**config.mk**
```make
export PLATFORM = sky130hd
export DESIGN_NAME = lsdl_cell
export DESIGN_NICKNAME = d
export VERILOG_FILES = /design/src/sv/lsdl_pkg.sv /design/src/sv/lsdl_cell.sv
export SDC_FILE = /design/constraint.sdc
export NUM_CORES = 2
export LEC_CHECK = 0
export ABC_CLOCK_PERIOD_IN_PS = 10000
export BUFFER_PORTS_ARGS = -buffer_cell sky130_fd_sc_hd__buf_2
export CORE_UTILIZATION = 65
export CTS_BUF_LIST = sky130_fd_sc_hd__clkbuf_16
export DETAILED_ROUTE_END_ITERATION = 10
export GPL_TIMING_DRIVEN = 0
export PLACE_DENSITY = 0.93
export SYNTH_ARGS = -nofsm -noshare
export SYNTH_HDL_FRONTEND = slang
export SYNTH_SLANG_ARGS = --single-unit
```
**constraint.sdc**
```tcl
create_clock -name clk -period 10 [get_ports clk]
set_clock_uncertainty 0.2 [all_clocks]
set_input_delay 0 -clock clk [delete_from_list [all_inputs] [get_ports clk]]
set_output_delay 0 -clock clk [all_outputs]
set_load 0.01 [all_outputs]
```
**src/sv/lsdl_pkg.sv**
```systemverilog
package lsdl_pkg;

    // operation codes of an input transaction
    localparam logic [2:0] OP_TICK       = 3'd0;
    localparam logic [2:0] OP_STRENGTHEN = 3'd1;
    localparam logic [2:0] OP_WEAKEN     = 3'd2;
    localparam logic [2:0] OP_WEIGHT     = 3'd3;
    localparam logic [2:0] OP_RELOAD     = 3'd4;

    // configuration register indexes
    localparam logic [2:0] REG_CELL_COUNT   = 3'd0;
    localparam logic [2:0] REG_LOSS_BASE    = 3'd1;
    localparam logic [2:0] REG_LOSS_PER_IND = 3'd2;
    localparam logic [2:0] REG_SMOOTHING    = 3'd3;
    localparam logic [2:0] REG_BASE_IND     = 3'd4;
    localparam logic [2:0] REG_SOURCE_Z     = 3'd5;
    localparam logic [2:0] REG_SINK_Z       = 3'd6;

    localparam logic [16:0] ONE_Q16     = 17'd65536;
    localparam logic [15:0] L_MIN       = 16'd102;
    localparam logic [15:0] L_MAX       = 16'd51200;
    localparam logic [15:0] L_RESET     = 16'd1024;
    localparam logic [15:0] Z_THRESHOLD = 16'd1024;

    // exp(-0.7 d) in Q1.16
    localparam logic [16:0] DECAY_Q16 [8] = '{
        17'd65536, 17'd32544, 17'd16161, 17'd8025,
        17'd3985,  17'd1979,  17'd983,   17'd488
    };

    typedef enum logic [2:0] {
        CMD_NONE       = 3'd0,
        CMD_ATT        = 3'd1,
        CMD_INC        = 3'd2,
        CMD_MIX        = 3'd3,
        CMD_STRENGTHEN = 3'd4,
        CMD_WEAKEN     = 3'd5,
        CMD_LOAD       = 3'd6
    } cmd_t;

    typedef struct packed {
        cmd_t               cmd;
        logic               drive;
        logic signed [15:0] drive_value;
        logic               hold;
        logic [15:0]        loss_base;
        logic [15:0]        loss_g;
        logic [15:0]        alpha;
        logic [16:0]        keep;
        logic [15:0]        rate;
        logic [15:0]        base;
    } cell_ctl_t;

endpackage

```
**src/sv/lsdl_cell.sv**
```systemverilog
module lsdl_cell #(
    parameter int MAX_CELLS = 64,
    parameter int IDX       = 0,
    localparam int NW = $clog2(MAX_CELLS + 1),
    localparam int IW = $clog2(MAX_CELLS)
) (
    input  logic                 clk,
    input  logic                 rst_n,
    input  lsdl_pkg::cell_ctl_t  ctl,
    input  logic [NW-1:0]        n_used,
    input  logic                 wr_en,
    input  logic [IW-1:0]        wr_idx,
    input  logic [15:0]          wr_val,
    input  logic signed [15:0]   prev_value,
    output logic signed [15:0]   value,
    output logic [16:0]          atten
);

    logic signed [15:0] value_reg;
    logic [15:0]        ind_reg;
    logic [16:0]        att_reg;
    logic signed [16:0] inc_reg;

    logic               active;
    logic [31:0]        gl_prod;
    logic [22:0]        loss;
    logic [16:0]        att_next;
    logic signed [33:0] inc_prod;
    logic signed [33:0] inc_round;
    logic signed [34:0] mix_sum;
    logic signed [34:0] mix_round;
    logic signed [18:0] mix_q;
    logic signed [15:0] mix_sat;
    logic signed [15:0] inc_sat;
    logic [16:0]        scale_f;
    logic [33:0]        scale_prod;
    logic [17:0]        scale_l;
    logic [15:0]        scale_next;

    assign active = n_used > NW'(IDX);

    // attenuation 1 - (R + G*L), floored at zero
    always_comb
    begin
        gl_prod = 32'(ctl.loss_g) * 32'(ind_reg);
        loss = 23'(ctl.loss_base) + 23'((33'(gl_prod) + 33'd512) >> 10);
        if (loss >= 23'(lsdl_pkg::ONE_Q16))
            att_next = 17'd0;
        else
            att_next = 17'(23'(lsdl_pkg::ONE_Q16) - loss);
    end

    always_comb
    begin
        inc_prod  = 34'($signed(prev_value)) * $signed({17'd0, att_reg});
        inc_round = (inc_prod + 34'sd32768) >>> 16;
        if (inc_reg > 17'sd32767)
            inc_sat = 16'sh7fff;
        else
            inc_sat = inc_reg[15:0];
    end

    always_comb
    begin
        mix_sum = 35'(inc_reg) * $signed({19'd0, ctl.alpha})
                + 35'(value_reg) * $signed({18'd0, ctl.keep});
        mix_round = (mix_sum + 35'sd32768) >>> 16;
        mix_q = mix_round[18:0];
        if (mix_q > 19'sd32767)
            mix_sat = 16'sh7fff;
        else if (mix_q < -19'sd32768)
            mix_sat = -16'sh8000;
        else
            mix_sat = mix_q[15:0];
    end

    // inductance scaling by (1 - rate) or (1 + rate)
    always_comb
    begin
        if (ctl.cmd == lsdl_pkg::CMD_WEAKEN)
            scale_f = lsdl_pkg::ONE_Q16 + 17'(ctl.rate);
        else
            scale_f = lsdl_pkg::ONE_Q16 - 17'(ctl.rate);
        scale_prod = 34'(ind_reg) * 34'(scale_f) + 34'd32768;
        scale_l = scale_prod[33:16];
        if (ctl.cmd == lsdl_pkg::CMD_WEAKEN)
            scale_next = (scale_l > 18'(lsdl_pkg::L_MAX)) ? lsdl_pkg::L_MAX
                                                          : scale_l[15:0];
        else
            scale_next = (scale_l < 18'(lsdl_pkg::L_MIN)) ? lsdl_pkg::L_MIN
                                                          : scale_l[15:0];
    end

    always_ff @(posedge clk or negedge rst_n)
    begin
        if (!rst_n)
        begin
            value_reg <= '0;
            ind_reg   <= lsdl_pkg::L_RESET;
        end
        else
        begin
            case (ctl.cmd)
                lsdl_pkg::CMD_ATT:
                begin
                    if (IDX == 0 && ctl.drive)
                        value_reg <= ctl.drive_value;
                end
                lsdl_pkg::CMD_MIX:
                begin
                    if (IDX == 0)
                    begin
                        if (!ctl.hold)
                            value_reg <= inc_sat;
                    end
                    else if (active)
                        value_reg <= mix_sat;
                end
                lsdl_pkg::CMD_STRENGTHEN, lsdl_pkg::CMD_WEAKEN:
                begin
                    if (active)
                        ind_reg <= scale_next;
                end
                lsdl_pkg::CMD_LOAD:
                    ind_reg <= ctl.base;
                default:
                begin
                end
            endcase
            if (wr_en && wr_idx == IW'(IDX))
                ind_reg <= wr_val;
        end
    end

    always_ff @(posedge clk)
    begin
        if (ctl.cmd == lsdl_pkg::CMD_ATT)
            att_reg <= att_next;
        if (ctl.cmd == lsdl_pkg::CMD_INC)
            inc_reg <= inc_round[16:0];
    end

    assign value = value_reg;
    assign atten = att_reg;

endmodule

```
==> results_dict.tcl <==
set metrics [dict create \
    status "completed" \
    design.die.area_mm2 0.0481 \
    number_of_global_route_vias_before_repair 28300 \
    setup.reg_to_reg.worst_slack_ps 400 \
    critPathSlowestCell "sky130_fd_sc_hd__fa_1" \
    globalRouteTotalUtil_pct 38.3 \
    critPathRequiredTime_ps 10120 \
    routedWlPerCell_um 20.3 \
    timing.final.hold_violations 0 \
    synth_top_cell_area_share_pct 39.9 \
    dr_total_vias 26300 \
    io_buffers 158 \
    area.sequential_mm2 0.00182 \
    dp.cells 4276 \
    clk_pin_slew_ps 70 \
    die_x_um 219 \
    hold_path_class "in2reg" \
    netlist_instances 3508 \
    instances_no_fill 4349 \
    fin_crit_ps 9780 \
    synth_enable_flop_cells 34 \
    syn-num-nets 4655 \
    multiInputGateArea_mm2 0.0256 \
    final_cycle_utilization_of_the_critical_path_pct 97.8 \
    max_slew.worst_pin.slew_ps 1130 \
    timing.critical_path.mode_cell "sky130_fd_sc_hd__fa_1" \
    first_pass_grt_wire_length_um 140000 \
    timing.setup.critical_path_class "in2reg" \
    fp_rows 79 \
    synthMostInstantiatedCell "sky130_fd_sc_hd__inv_1" \
    area.growth.synth_to_final_pct 8.45 \
    ioPinCount 199 \
    synth_largest_area_cell "sky130_fd_sc_hd__fa_1" \
    dominantRegCellSynth "sky130_fd_sc_hd__edfxtp_1" \
    postSynthAreaPerCell_um2 8.75 \
    critical_path.max_stage_delay_ps 540 \
    synth.lib_cells_used.distinct 75 \
    routabilityCongestion 1.04 \
    grt.overflow.total 0 \
    grt_start_max_net_pins 33 \
    synthesis.area_mm2 0.0307 \
    starting_density_of_the_core_pct 65.9 \
    routed_via_density 6.06 \
    chipHeight_um 219 \
    max_buffers_root_to_sink 2 \
    drt_pass1_iterations 8 \
    drt_iter0_markers 2819 \
    fillCellCount 3110 \
    timing.fmax_ghz 0.102 \
    cts-buffers-inserted 9 \
    critical_path.n_buffers_inverters 10 \
    critical-path-top-delay-family "adder cells" \
    number_of_warnings_reported_in_the_yosys_synthesis_log 0 \
    cp-end-kind "register" \
    synthArstFlopShare_pct 48.5 \
    finalSetupViolations 0 \
    crit_arrival_ps 9900 \
    yosys_register_bits 66 \
    initial_antenna_violation_count 3 \
    h-tree-depth 3 \
    maxCapViolCount 0 \
    worst_setup_path_start_kind "input port" \
    timing.final.max_slew_violations 0 \
    hold_slack_ps 10.0 \
    cts.sink_count 66 \
    dp_hpwl_um 71200 \
    synth.top_cells.by_area "sky130_fd_sc_hd__fa_1 (40%), sky130_fd_sc_hd__ha_1 (15%), sky130_fd_sc_hd__inv_1 (9.4%)" \
    clockRootBuffer "sky130_fd_sc_hd__clkbuf_16" \
    timing.critical_path.fanout_max 10 \
    clk-insertion-delay-late_ps 400 \
    timing.slew.headroom_pct 24.4 \
    antenna_violating_nets_post_route 0 \
    drcViolationCount 0 \
    share_of_post_route_cells_with_drive_strength_above_1_pct 6.50 \
    coreArea_mm2 0.0466 \
    ys_seq_area_share_pct 5.94 \
    finish.net_count 4880 \
    most_frequent_cells_after_synthesis "sky130_fd_sc_hd__inv_1 (769), sky130_fd_sc_hd__fa_1 (611), sky130_fd_sc_hd__nand2_1 (498)" \
    wl_um 88400 \
    tritoncts "built" \
]
path summary, 6_finish.rpt:
| kind | from | to | cells after the start |
|---|---|---|---|
| worst min register to register | value[14]$_DFFE_PN0P_ | value[14]$_DFFE_PN0P_ | 2 |
| worst max register to register | ind_reg[1]$_DFFE_PN0P_ | atten[10]$_SDFFCE_PP0P_ | 31 |
| max in group asynchronous | rst_n | ind_reg[15]$_DFFE_PN0P_ | 2 |
| min in group asynchronous | rst_n | value[3]$_DFFE_PN0P_ | 2 |
| worst max-delay path | ctl[117] | ind_reg[4]$_DFFE_PN0P_ | 32 |
| worst min-delay path | ctl[116] | inc_reg[10]$_DFFE_PN_ | 2 |
cell families (layout without fill, tap and decap cells):
family                     count (synthesis)  after routing  synth area share [%]
DFF                                       66             66                  5.94
buffers and inverters                    916           1146                  11.2
other                                      0              4                     0
and+or+nand+nor                         1132           1132                  18.4
adders and majority gates                981            981                  54.9
muxes                                      3              3                 0.114
xor gates and xnor gates                  92             92                  2.63
AOI/OAI and AO/OA                        318            318                  6.77
layer usage:
metal  up-vias  track usage (%)  share of wire, %
met3       541             11.4                13
met4         6             25.8               7.1
met1     12700             44.2                34
met5         -            0.729             0.078
met2      1900             61.4                46
li1      11200                -                 -
area by class of cell:
type / count / share of cell area, %
clock buffer: 9 / 0.677
antenna: 4 / 0.0301
timing repair buffer: 218 / 4.17
tap: 607 / 2.28
multi-input combinational: 2526 / 76.9
sequential: 66 / 5.48
clock inverter: 7 / 0.139
buffer: 143 / 1.70
inverter: 769 / 8.67
through the flow:
stage | setup WS, ps | utilization, % | cell area (µm²) | setup TNS (ps)
2_1_floorplan | 1510 | - | 30700 | 0
3_3_place_gp | -1090 | 69.3 | 32200 | -11260
3_5_place_dp | -765 | 69.4 | 32300 | -6750
4_1_cts | 25.6 | 71.2 | 33100 | 0
5_1_grt | -29.2 | 71.5 | 33300 | -41.4
6_report | 217 | 71.5 | 33300 | 0
worst reg2reg max path: cells and delay by family, from the launching register on:
family                     cells  cell delay [ps]
adders and majority gates      8             3770
buffers and inverters          6             1150
AOI/OAI and AO/OA              8             2420
and+or+nand+nor                8             1260
xor gates and xnor gates       1              180
DFF                            1              340
layout by cell type (no fill, tap or decap), types with 18 or more instances in the layout:
cell / netlist / final
sky130_fd_sc_hd__inv_1: 769 / 770
sky130_fd_sc_hd__fa_1: 611 / 611
sky130_fd_sc_hd__nand2_1: 498 / 498
sky130_fd_sc_hd__and2_1: 374 / 374
sky130_fd_sc_hd__ha_1: 370 / 370
sky130_fd_sc_hd__buf_2: 4 / 165
sky130_fd_sc_hd__clkbuf_1: 142 / 121
sky130_fd_sc_hd__a21oi_1: 93 / 93
sky130_fd_sc_hd__nor2_1: 91 / 91
sky130_fd_sc_hd__o21ai_0: 74 / 72
sky130_fd_sc_hd__dlygate4sd3_1: 0 / 54
sky130_fd_sc_hd__xnor2_1: 56 / 52
sky130_fd_sc_hd__a21o_1: 36 / 36
sky130_fd_sc_hd__edfxtp_1: 34 / 34
sky130_fd_sc_hd__xor2_1: 36 / 31
sky130_fd_sc_hd__dfrtp_1: 31 / 31
sky130_fd_sc_hd__or3_1: 30 / 30
sky130_fd_sc_hd__nor3_1: 27 / 27
sky130_fd_sc_hd__nand2b_1: 22 / 22
sky130_fd_sc_hd__and3_1: 18 / 18
what timing repair did:
item | in CTS | in global routing
endpoints found under the setup margin | 11 | 33
gates resized for setup | 4 | 55
endpoints found under the hold margin | 65 | 0
hold buffers | 54 | 0
pin swaps | 0 | 1
setup buffers | 0 | 2
Power is not shown: default switching activity piles up to over one toggle a cycle in this logic, so the estimate is an artifact.
